### config.mk
export PLATFORM = sky130hd
export DESIGN_NAME = sequential_list_engine
export DESIGN_NICKNAME = d
export VERILOG_FILES = /design/src/rtl/core/sle_pkg.sv /design/src/rtl/core/sle_ram.sv /design/src/rtl/core/sle_engine.sv /design/src/rtl/core/sequential_list_engine.sv
export SDC_FILE = /design/constraint.sdc
export NUM_CORES = 1
export LEC_CHECK = 0
export ABC_AREA = 1
export BUFFER_PORTS_ARGS = -buffer_cell sky130_fd_sc_hd__buf_2
export CAP_MARGIN = 40
export CORE_MARGIN = 4
export CORE_UTILIZATION = 50
export CTS_CLUSTER_DIAMETER = 120
export DETAILED_ROUTE_END_ITERATION = 7
export PLACE_DENSITY_LB_ADDON = 0.2
export SLEW_MARGIN = 20
export SYNTH_ARGS = -nofsm -noshare
export SYNTH_HDL_FRONTEND = slang
export SYNTH_SLANG_ARGS = --single-unit
### constraint.sdc
create_clock -name clk -period 4.4 [get_ports clk]
set_clock_uncertainty 0.15 [all_clocks]
set_input_delay 0.88 -clock clk [delete_from_list [all_inputs] [get_ports clk]]
set_output_delay 0.88 -clock clk [all_outputs]
set_load 0.01 [all_outputs]
### src/rtl/core/sle_pkg.sv
package sle_pkg;

	localparam int CAPACITY = 16;
	localparam int DATA_W   = 32;
	localparam int IDX_W    = $clog2(CAPACITY);
	localparam int CNT_W    = 5;
	localparam int POS_W    = 5;
	localparam int MODE_W   = 3;
	localparam int STAT_W   = 3;

	typedef enum logic [MODE_W-1:0] {
		MD_PUSH_BACK  = 3'd0,
		MD_PUSH_FRONT = 3'd1,
		MD_POP_BACK   = 3'd2,
		MD_POP_FRONT  = 3'd3,
		MD_INSERT     = 3'd4,
		MD_ERASE      = 3'd5,
		MD_FIND       = 3'd6,
		MD_CLEAR      = 3'd7
	} sle_mode_t;

	typedef enum logic [STAT_W-1:0] {
		ST_OK       = 3'd0,
		ST_FULL     = 3'd1,
		ST_EMPTY    = 3'd2,
		ST_RANGE    = 3'd3,
		ST_NOTFOUND = 3'd4
	} sle_status_t;

	typedef enum logic [3:0] {
		S_IDLE,
		S_EXEC,
		S_SHIFT_UP,
		S_PLACE,
		S_POP_RD,
		S_ERASE_RD,
		S_SHIFT_DN,
		S_FIND,
		S_DONE
	} sle_state_t;

	typedef struct packed {
		sle_mode_t         mode;
		logic [POS_W-1:0]  pos;
		logic [DATA_W-1:0] value;
	} sle_req_t;

	typedef struct packed {
		sle_status_t       status;
		logic [DATA_W-1:0] data;
		logic [CNT_W-1:0]  count;
	} sle_res_t;

endpackage

### src/rtl/core/sle_ram.sv
module sle_ram #(
	parameter int WIDTH = 32,
	parameter int DEPTH = 16
) (
	input  logic                     clk,
	input  logic                     we,
	input  logic [$clog2(DEPTH)-1:0] waddr,
	input  logic [WIDTH-1:0]         wdata,
	input  logic [$clog2(DEPTH)-1:0] raddr,
	output logic [WIDTH-1:0]         rdata
);

	logic [WIDTH-1:0] mem [DEPTH];

	always_ff @(posedge clk) begin
		if (we) begin
			mem[waddr] <= wdata;
		end
		rdata <= mem[raddr];
	end

endmodule

### src/rtl/core/sle_engine.sv
module sle_engine (
	input  logic              clk,
	input  logic              arst_n,
	input  logic              start,
	input  sle_pkg::sle_req_t req,
	output logic              idle,
	output logic              res_valid,
	input  logic              res_ready,
	output sle_pkg::sle_res_t res
);

	sle_pkg::sle_state_t st_q, st_d;
	sle_pkg::sle_req_t   req_q;
	logic [sle_pkg::CNT_W-1:0]  len_q, len_d;
	logic                       len_en;
	logic [sle_pkg::IDX_W-1:0]  w_q, w_d;
	logic                       w_en;
	logic [sle_pkg::DATA_W-1:0] data_q, data_d;
	logic                       data_en;
	sle_pkg::sle_status_t       status_q, status_d;
	logic                       status_en;

	logic                       ram_we;
	logic [sle_pkg::IDX_W-1:0]  ram_waddr, ram_raddr;
	logic [sle_pkg::DATA_W-1:0] ram_wdata, ram_rdata;

	logic [sle_pkg::CNT_W-1:0] w_ext;
	logic full, empty, ins_bad, ins_direct, era_bad;
	logic up_last, dn_more, fd_more, er_more, hit;

	sle_ram #(
		.WIDTH (sle_pkg::DATA_W),
		.DEPTH (sle_pkg::CAPACITY)
	) u_ram (
		.clk   (clk),
		.we    (ram_we),
		.waddr (ram_waddr),
		.wdata (ram_wdata),
		.raddr (ram_raddr),
		.rdata (ram_rdata)
	);

	assign w_ext      = sle_pkg::CNT_W'(w_q);
	assign full       = len_q == sle_pkg::CNT_W'(sle_pkg::CAPACITY);
	assign empty      = len_q == '0;
	assign ins_bad    = req_q.pos > len_q;
	assign ins_direct = req_q.pos == len_q;
	assign era_bad    = req_q.pos >= len_q;
	assign up_last    = w_ext == req_q.pos + sle_pkg::CNT_W'(1);
	assign dn_more    = (w_ext + sle_pkg::CNT_W'(2)) < len_q;
	assign fd_more    = (w_ext + sle_pkg::CNT_W'(1)) < len_q;
	assign er_more    = (req_q.pos + sle_pkg::CNT_W'(1)) < len_q;
	assign hit        = ram_rdata == req_q.value;

	always_comb begin
		st_d = st_q;
		unique case (st_q)
			sle_pkg::S_IDLE: begin
				if (start) st_d = sle_pkg::S_EXEC;
			end
			sle_pkg::S_EXEC: begin
				unique case (req_q.mode)
					sle_pkg::MD_PUSH_BACK: st_d = sle_pkg::S_DONE;
					sle_pkg::MD_PUSH_FRONT, sle_pkg::MD_INSERT: begin
						if (ins_bad || full || ins_direct) st_d = sle_pkg::S_DONE;
						else st_d = sle_pkg::S_SHIFT_UP;
					end
					sle_pkg::MD_POP_BACK: begin
						if (empty) st_d = sle_pkg::S_DONE;
						else st_d = sle_pkg::S_POP_RD;
					end
					sle_pkg::MD_POP_FRONT, sle_pkg::MD_ERASE: begin
						if (empty || era_bad) st_d = sle_pkg::S_DONE;
						else st_d = sle_pkg::S_ERASE_RD;
					end
					sle_pkg::MD_FIND: begin
						if (empty) st_d = sle_pkg::S_DONE;
						else st_d = sle_pkg::S_FIND;
					end
					sle_pkg::MD_CLEAR: st_d = sle_pkg::S_DONE;
					default: st_d = sle_pkg::S_DONE;
				endcase
			end
			sle_pkg::S_SHIFT_UP: begin
				if (up_last) st_d = sle_pkg::S_PLACE;
			end
			sle_pkg::S_PLACE:  st_d = sle_pkg::S_DONE;
			sle_pkg::S_POP_RD: st_d = sle_pkg::S_DONE;
			sle_pkg::S_ERASE_RD: begin
				if (er_more) st_d = sle_pkg::S_SHIFT_DN;
				else st_d = sle_pkg::S_DONE;
			end
			sle_pkg::S_SHIFT_DN: begin
				if (!dn_more) st_d = sle_pkg::S_DONE;
			end
			sle_pkg::S_FIND: begin
				if (hit || !fd_more) st_d = sle_pkg::S_DONE;
			end
			sle_pkg::S_DONE: begin
				if (res_ready) st_d = sle_pkg::S_IDLE;
			end
			default: st_d = sle_pkg::S_IDLE;
		endcase
	end

	always_comb begin
		ram_we    = 1'b0;
		ram_waddr = req_q.pos[sle_pkg::IDX_W-1:0];
		ram_wdata = ram_rdata;
		ram_raddr = req_q.pos[sle_pkg::IDX_W-1:0];
		len_en    = 1'b0;
		len_d     = len_q;
		w_en      = 1'b0;
		w_d       = w_q;
		data_en   = 1'b0;
		data_d    = '0;
		status_en = 1'b0;
		status_d  = sle_pkg::ST_OK;
		unique case (st_q)
			sle_pkg::S_IDLE: begin
			end
			sle_pkg::S_EXEC: begin
				data_en   = 1'b1;
				status_en = 1'b1;
				unique case (req_q.mode)
					sle_pkg::MD_PUSH_BACK: begin
						if (full) begin
							status_d = sle_pkg::ST_FULL;
						end else begin
							ram_we    = 1'b1;
							ram_waddr = len_q[sle_pkg::IDX_W-1:0];
							ram_wdata = req_q.value;
							len_en    = 1'b1;
							len_d     = len_q + sle_pkg::CNT_W'(1);
						end
					end
					sle_pkg::MD_PUSH_FRONT, sle_pkg::MD_INSERT: begin
						if (ins_bad) begin
							status_d = sle_pkg::ST_RANGE;
						end else if (full) begin
							status_d = sle_pkg::ST_FULL;
						end else if (ins_direct) begin
							ram_we    = 1'b1;
							ram_wdata = req_q.value;
							len_en    = 1'b1;
							len_d     = len_q + sle_pkg::CNT_W'(1);
						end else begin
							ram_raddr = sle_pkg::IDX_W'(len_q - sle_pkg::CNT_W'(1));
							w_en      = 1'b1;
							w_d       = len_q[sle_pkg::IDX_W-1:0];
						end
					end
					sle_pkg::MD_POP_BACK: begin
						if (empty) status_d = sle_pkg::ST_EMPTY;
						else ram_raddr = sle_pkg::IDX_W'(len_q - sle_pkg::CNT_W'(1));
					end
					sle_pkg::MD_POP_FRONT, sle_pkg::MD_ERASE: begin
						if (empty) status_d = sle_pkg::ST_EMPTY;
						else if (era_bad) status_d = sle_pkg::ST_RANGE;
					end
					sle_pkg::MD_FIND: begin
						ram_raddr = '0;
						w_en      = 1'b1;
						w_d       = '0;
						if (empty) status_d = sle_pkg::ST_NOTFOUND;
					end
					sle_pkg::MD_CLEAR: begin
						len_en = 1'b1;
						len_d  = '0;
					end
					default: begin
					end
				endcase
			end
			sle_pkg::S_SHIFT_UP: begin
				ram_we    = 1'b1;
				ram_waddr = w_q;
				ram_raddr = w_q - sle_pkg::IDX_W'(2);
				if (!up_last) begin
					w_en = 1'b1;
					w_d  = w_q - sle_pkg::IDX_W'(1);
				end
			end
			sle_pkg::S_PLACE: begin
				ram_we    = 1'b1;
				ram_wdata = req_q.value;
				len_en    = 1'b1;
				len_d     = len_q + sle_pkg::CNT_W'(1);
			end
			sle_pkg::S_POP_RD: begin
				data_en = 1'b1;
				data_d  = ram_rdata;
				len_en  = 1'b1;
				len_d   = len_q - sle_pkg::CNT_W'(1);
			end
			sle_pkg::S_ERASE_RD: begin
				data_en   = 1'b1;
				data_d    = ram_rdata;
				ram_raddr = sle_pkg::IDX_W'(req_q.pos + sle_pkg::CNT_W'(1));
				if (er_more) begin
					w_en = 1'b1;
					w_d  = req_q.pos[sle_pkg::IDX_W-1:0];
				end else begin
					len_en = 1'b1;
					len_d  = len_q - sle_pkg::CNT_W'(1);
				end
			end
			sle_pkg::S_SHIFT_DN: begin
				ram_we    = 1'b1;
				ram_waddr = w_q;
				ram_raddr = w_q + sle_pkg::IDX_W'(2);
				if (dn_more) begin
					w_en = 1'b1;
					w_d  = w_q + sle_pkg::IDX_W'(1);
				end else begin
					len_en = 1'b1;
					len_d  = len_q - sle_pkg::CNT_W'(1);
				end
			end
			sle_pkg::S_FIND: begin
				ram_raddr = w_q + sle_pkg::IDX_W'(1);
				if (hit) begin
					data_en   = 1'b1;
					data_d    = sle_pkg::DATA_W'(w_q);
					status_en = 1'b1;
					status_d  = sle_pkg::ST_OK;
				end else if (fd_more) begin
					w_en = 1'b1;
					w_d  = w_q + sle_pkg::IDX_W'(1);
				end else begin
					status_en = 1'b1;
					status_d  = sle_pkg::ST_NOTFOUND;
				end
			end
			sle_pkg::S_DONE: begin
			end
			default: begin
			end
		endcase
	end

	always_ff @(posedge clk or negedge arst_n) begin
		if (!arst_n) begin
			st_q  <= sle_pkg::S_IDLE;
			len_q <= '0;
		end else begin
			st_q <= st_d;
			if (len_en) len_q <= len_d;
		end
	end

	always_ff @(posedge clk) begin
		if (start && st_q == sle_pkg::S_IDLE) begin
			req_q.mode  <= req.mode;
			req_q.value <= req.value;
			if (req.mode == sle_pkg::MD_PUSH_FRONT || req.mode == sle_pkg::MD_POP_FRONT) begin
				req_q.pos <= '0;
			end else begin
				req_q.pos <= req.pos;
			end
		end
		if (w_en)      w_q      <= w_d;
		if (data_en)   data_q   <= data_d;
		if (status_en) status_q <= status_d;
	end

	assign idle       = st_q == sle_pkg::S_IDLE;
	assign res_valid  = st_q == sle_pkg::S_DONE;
	assign res.status = status_q;
	assign res.data   = data_q;
	assign res.count  = len_q;

endmodule

### src/rtl/core/sequential_list_engine.sv
// Bounded ordered list of up to 16 signed 32-bit words.
// Input channel (in_valid/in_ready) carries mode, position and value; the
// output channel (out_valid/out_ready) returns status, data_out and count,
// exactly one result per request, in request order.
// Insert and push front move the entries from position upward up by one
// before placing the value; erase and pop front move the entries above
// position down by one; find compares entries from index 0 until a match.
// Push back, pop back, clear and error cases move no entries.
// One request is in work at a time; the next is taken once the
// sequencer is back in idle. The entry RAM has a single read port: one
// entry is moved or compared per cycle.
// in_ready is low while a request is in work. A result waits in the output
// register while out_ready is low; a further request may be taken meanwhile
// and its result is held inside the sequencer until the register frees.
// Reset (arst_n low) empties the list and drops any pending result; entry
// contents are not cleared.
module sequential_list_engine (
	input  logic                 clk,
	input  logic                 arst_n,
	input  logic                 in_valid,
	output logic                 in_ready,
	input  logic [2:0]           mode,
	input  logic [4:0]           position,
	input  logic signed [31:0]   value,
	output logic                 out_valid,
	input  logic                 out_ready,
	output logic [2:0]           status,
	output logic signed [31:0]   data_out,
	output logic [4:0]           count
);

	sle_pkg::sle_req_t req;
	sle_pkg::sle_res_t res;
	sle_pkg::sle_res_t out_q;
	logic              out_valid_q;
	logic              eng_idle;
	logic              res_valid;
	logic              res_ready;
	logic              start;

	assign req.mode  = sle_pkg::sle_mode_t'(mode);
	assign req.pos   = position;
	assign req.value = value;

	assign in_ready  = eng_idle;
	assign start     = in_valid && eng_idle;
	assign res_ready = !out_valid_q || out_ready;

	sle_engine u_engine (
		.clk       (clk),
		.arst_n    (arst_n),
		.start     (start),
		.req       (req),
		.idle      (eng_idle),
		.res_valid (res_valid),
		.res_ready (res_ready),
		.res       (res)
	);

	always_ff @(posedge clk or negedge arst_n) begin
		if (!arst_n) begin
			out_valid_q <= 1'b0;
		end else if (res_ready) begin
			out_valid_q <= res_valid;
		end
	end

	always_ff @(posedge clk) begin
		if (res_ready && res_valid) begin
			out_q <= res;
		end
	end

	assign out_valid = out_valid_q;
	assign status    = out_q.status;
	assign data_out  = out_q.data;
	assign count     = out_q.count;

endmodule

==> metrics.md, run 1 <==
| Metric | Value |
|---|---|
| Status | finished, final reports clean |
| Peak supply drop | 0.00109 V |
| Synth Register Bits | 673 |
| # IOs | 86 |
| Die Ht | 246 um |
| Non-Filler Instances | 3,280 |
| Initial Util | 50.9% |
| TritonCTS buffer count | 71 |
| # port buffers | 85 |
| Worst Setup End Kind | register |
| Fmax | 265 MHz |
| Total Wirelength | 75,700 um |
| Setup CP Type | reg -> reg |
| Worst Max-Slew Pin Slew | 0.888 ns |
| Routed vias/inst | 5.89 |
| Slew Limit Fails | 0 |
| Predominant post-synthesis flop cell | edfxtp_1 |
| WL/cell | 23.1 um |
| Static leakage | 0.0119 uW |
| Yosys warning total | 0 |
| WP data arrival | 4.15 ns |
| Pin count of the biggest net entering global routing | 183 |
| Post-DP HPWL | 39,400 um |
| Final #Nets | 2,550 |
| CTS Buffer Depth | 3 |
| Commonest cells after routing, fill and taps aside | 668 x nand3_1, 631 x edfxtp_1, 505 x nand2_1 |
| Register area | 19,800 um^2 |
| Vias in the first global route | 18,500 |
| Setup total negative slack | 0 ns |
| Max cap viols | 0 |
| Post-synth EDFFs | 631 |
| Die Wd | 246 um |
| Clock sinks | 673 |
| Layout cells sized above 1 | 11.9% |
| Clock Latency Late Sink | 0.61 ns |
| Hold Violations, Final | 0 |
| Pre-Repair DR Iteration Count | 5 |
| Via Count | 19,300 |
| Hold Crit Class | reg -> reg |
| Critical path required time | 4.78 ns |
| Clk pin slew, worst setup/hold paths | 0.06 ns |
| Most common cell after layout, fill and taps aside | nand3_1 |
| CTS tree | yes |
| Area Overhead vs Synth | 13.2% |
| Syn Inst Count | 2,417 |
| Post-Route Utilization | 57.7% |
| Tmin final | 3.77 ns |
| Mapped Nets | 2,489 |
| DRC | 0 |
| GRT overflow | 0 |
| Final Cycle Share | 85.7% |
| RSZ-0062 raised after global routing | false |
| Pwr Density | 877 nW/um^2 |
| First-pass GRT wire length | 115,000 um |
| Area of the core | 55,600 um^2 |
| # resized after CTS | 0 |
| Die area | 60,500 um^2 |
| Seq/Total Area, Yosys | 70.0% |
| # H-tree levels | 3 |
| CP Launch Type | register |
| DR iter-0 viols | 2,297 |
| Multi-input gate area | 7610 um^2 |
| GRT Total Usage | 25.0% |
| Slew Limit Headroom | 40.8% |
| Hold_buf cts | 1 |
| Finish-stage setup viols | 0 |
| Asr flop ratio synth | 1.49% |
| Fillers | 4,513 |
| Number of library cell types mapped by synthesis | 45 |
| Crit-path max FO | 71 |
| DP Cell Count | 3,151 |
| Root buffer cell | clkbuf_16 |
| Number of setup buffers added after CTS | 0 |
| FP Rows | 86 |
| Initial antenna violation count | 1 |
| Antenna-violating nets left | 0 |
| Syn_area_per_cell | 11.7 um^2 |
| RD Place Congestion | 0.917 |
| Ant diodes | 0 |
| Cell area after synthesis | 28,300 um^2 |
## report_power, final
group          leakage (uW)  internal [uW]  switching [uW]  total, uW
Sequential          0.00615           9180             539       9720
Clock               0.00107           3250            2390       5630
Combinational       0.00466           3640            9150      12800
Total                0.0119          16100           12100      28100
## cell families (layout without fill, tap and decap cells)
logic type / count (synthesis) / after routing / share of synthesized area (%)
buffers and inverters: 253 / 368 / 3.86
AO/OA/AOI/OAI: 86 / 86 / 1.84
flip-flops: 673 / 673 / 70.0
multiplexers: 28 / 28 / 1.11
adder cells (fa/ha/maj): 28 / 28 / 1.26
AND/OR/NAND/NOR: 1306 / 1306 / 20.6
XOR/XNOR: 43 / 43 / 1.33
## metal layers
layer,up-vias,track usage (%),part of all wire (%)
met5,-,0,0
met4,0,7.33,2.5
met3,147,4.52,9.1
met2,922,39.4,47
met1,9511,36.0,42
li1,8741,-,-
## state kept, by name, indices dropped and copies added, names as in the netlist
register,flops
status,3
count,5
u_engine.status_q,3
u_engine.w_q,4
u_engine.st_q,4
u_engine.u_ram.rdata,32
u_engine.req_q,40
u_engine.len_q,5
out_valid,1
data_out,32
u_engine.u_ram.mem,512
u_engine.data_q,32
## Yosys cell counts (all sizes together) (14+ instances only)
| master | n | area, um^2 |
|---|---|---|
| clkbuf | 40 | 150 |
| o21ai | 37 | 193 |
| inv | 108 | 405 |
| nor2 | 101 | 399 |
| mux2 | 28 | 315 |
| nand2 | 512 | 1930 |
| a21oi | 25 | 129 |
| edfxtp | 631 | 18900 |
| xnor2 | 31 | 272 |
| buf | 104 | 536 |
| dfxtp | 32 | 641 |
| nand3 | 669 | 3350 |
| nand4 | 14 | 87.6 |
| ha | 27 | 338 |
## stage by stage
stage | cell area, um^2 | hold slack [ns] | setup slack, ns | power [uW]
final | 32100 | 0.265 | 0.631 | 28100
after global routing | 32100 | 0.268 | 0.320 | 29900
after CTS | 32100 | 0.265 | 0.650 | 28100
after detailed placement | 29900 | 0.255 | 0.692 | 22500
after global placement | 29800 | 0.251 | 0.794 | 22200
after floorplan | 28300 | 0.250 | 0.559 | 18500
## cell type report
class                   instances  share of cell area [%]
flip-flops and latches        673                    61.8
multi-input cells            1491                    23.7
clock buffers                  95                    5.98
repair buffers                132                    3.46
well taps                     748                    2.92
inverters                     109                    1.28
clock inverters                32                   0.803
## critical path, stage by stage (launching register included)
cell and delay (ns):
dfrtp_1 0.54, inv_1 0.23, ha_1 0.34, nand2_1 0.05, nor2_1 0.13, nand2_1 0.14, nand4_1 0.16, nand3_1 0.08
nand3_1 0.09, nand2_1 0.12, nand2_8 0.28, buf_4 0.68, nand3_1 0.17, nand3_1 0.14, nand3_1 0.08, nand2_1 0.09
nand2_1 0.05, nand2_1 0.09
## worst paths after layout
| path | slack (ns) | depth (start not counted) | from | end |
|---|---|---|---|---|
| worst min-delay path | 0.26 | 0 | u_engine.data_q[26] | data_out[26] |
| worst min register to register | 0.26 | 0 | u_engine.data_q[26] | data_out[26] |
| min in group asynchronous | 0.52 | 2 | arst_n | out_valid |
| worst max-delay path | 0.63 | 17 | u_engine.len_q[2] | u_engine.u_ram.rdata[23] |
| max in group asynchronous | 3.39 | 2 | arst_n | u_engine.len_q[0] |
| worst max register to register | 0.63 | 17 | u_engine.len_q[2] | u_engine.u_ram.rdata[23] |
(Power assumes the default switching activity.)
==> run 2, diff against run 1 <==
CORE_MARGIN = 2   (was 4)
CTS_CLUSTER_SIZE = 10   (was unset)
GPL_TIMING_DRIVEN = 0   (was unset)
==> metrics.md, run 2 (synthesis gave the netlist of run 1 again) <==
| Metric | Value |
|---|---|
| Status | finished, final reports clean |
| Via Count | 20,000 |
| DR WL met3 | 8800 um |
| WP data arrival | 4.34 ns |
| CP Launch Type | register |
| Largest Register | u_engine.u_ram.mem |
| Hold Crit Class | reg -> reg |
| Top routing layer used | met4 |
| # H-tree levels | 3 |
| Max cap viols | 0 |
| CP Buf/Inv Count | 3 |
| FP Rows | 87 |
| Fmax | 240 MHz |
| Pin count of the biggest net entering global routing | 33 |
| RSZ-0062 raised after global routing | false |
| Total Wirelength | 81,100 um |
| Initial Util | 50.4% |
| Die Ht | 242 um |
| Root buffer cell | clkbuf_16 |
| Hold path startpoint | u_engine.data_q[3] |
| Antenna-violating nets left | 0 |
| Worst Setup End Kind | register |
| DR iter-0 viols | 2,441 |
| Routed vias/inst | 5.84 |
| Wire length on met1 | 33,500 um |
| Pre-Repair DR Iteration Count | 5 |
| WL met2 | 36,400 um |
| Die area | 58,600 um^2 |
| Vias in the first global route | 19,300 |
| Finish-stage setup viols | 0 |
| Fillers | 4,474 |
| Worst Max-Slew Pin Slew | 0.782 ns |
| Initial antenna violation count | 2 |
| CP startpoint | u_engine.len_q[1] |
| Setup CP Type | reg -> reg |
| Clock Latency Late Sink | 0.62 ns |
| Critical-path cell list | inv_1, ha_1, nand2_1, nor2_1, nand2_1, inv_1, nand3_1, a21oi_1, nor2_2, nand2_1, nand3_1, nor2_4, buf_16 |
| Crit path top cell by count | nand2_1 |
| # port buffers | 85 |
| Area of the core | 56,200 um^2 |
| Slowest CP cell | nor2_4 |
| Number of flip-flops in the largest register | 512 |
| DP Cell Count | 3,284 |
| Die Wd | 242 um |
| CP top delay family | simple AND/OR/NAND/NOR gates |
| Largest registers | u_engine.u_ram.mem x512, u_engine.req_q x40 |
| DRC | 0 |
| Largest stage delay on the critical path | 0.75 ns |
| CTS Buffer Depth | 3 |
| Register area | 19,800 um^2 |
| Ant diodes | 0 |
| CTS tree | yes |
| Tmin final | 4.16 ns |
| Final #Nets | 2,680 |
| Slew Limit Fails | 0 |
| Commonest cells after routing, fill and taps aside | 668 x nand3_1, 631 x edfxtp_1, 506 x nand2_1 |
| Area Overhead vs Synth | 15.5% |
| Final Cycle Share | 94.6% |
| Post-DP HPWL | 56,200 um |
| GRT overflow | 0 |
| Non-Filler Instances | 3,421 |
| Critical path required time | 4.58 ns |
| # IOs | 86 |
| Most common cell after layout, fill and taps aside | nand3_1 |
| Worst r2r src | u_engine.len_q[1] |
| TritonCTS buffer count | 77 |
| Multi-input gate area | 7550 um^2 |
| Crit-path max FO | 18 |
| Post-Route Utilization | 58.3% |
| Slew Limit Headroom | 47.7% |
| Clk pin slew, worst setup/hold paths | 0.06 ns |
| Clock sinks | 673 |
| Hold slack | 0.257 ns |
| Hold Violations, Final | 0 |
| RD Place Congestion | 0.916 |
| WL/cell | 23.7 um |
| Layout cells sized above 1 | 14.0% |
| GRT Total Usage | 27.7% |
| First-pass GRT wire length | 120,000 um |
## run 2: cell count changes in the layout (fill, tap and decap cells not counted), moves of 7 or more
cell | before | now
clkbuf_16 | 72 | 79
buf_4 | 20 | 8
buf_16 | 1 | 14
clkbuf_1 | 20 | 91
clkinv_1 | 12 | 1
buf_2 | 85 | 180
clkinv_2 | 13 | 0
buf_12 | 24 | 8
## run 2: final timing paths
path                                                    to  slack (ns)  depth (start not counted)
worst max-delay path            u_engine.u_ram.mem[15][13]        0.24                         13
worst min-delay path                           data_out[3]        0.26                          0
worst max register to register  u_engine.u_ram.mem[15][13]        0.24                         13
worst min register to register                 data_out[3]        0.26                          0
max in group asynchronous                u_engine.len_q[4]        3.38                          2
min in group asynchronous                u_engine.len_q[0]        0.51                          2
## run 2: layout make-up
type                       count  share of cell area (%)
timing repair buffer         112                    3.12
sequential                   673                    60.6
inverter                     109                    1.25
clock inverter                 6                   0.306
tap                          756                    2.89
buffer                       144                    2.10
clock buffer                 130                    6.63
multi-input combinational   1491                    23.1
## run 2: repair_timing
item,CTS,global route
hold buffers,1,0
resized for setup,0,0
setup buffers,0,0
hold endpoints to repair,10,0
## run 2: stage by stage
stage	TNS (ns)	cell area [um^2]	setup WS [ns]
floorplan	0	28300	0.559
finish	0	32700	0.235
CTS	0	32700	0.263
global placement	-723.95	29700	-1.53
detailed placement	0	30400	0.282
global route	0	32700	0.00698
## run 2: routing by layer
layer	GRT usage (%)	vias up
met4	9.73	0
met5	0	-
met2	42.4	1120
li1	-	9007
met3	5.10	159
met1	39.8	9680
Power of run 2 is not shown: default switching activity piles up to over one toggle a cycle in this logic, so the estimate is an artifact.
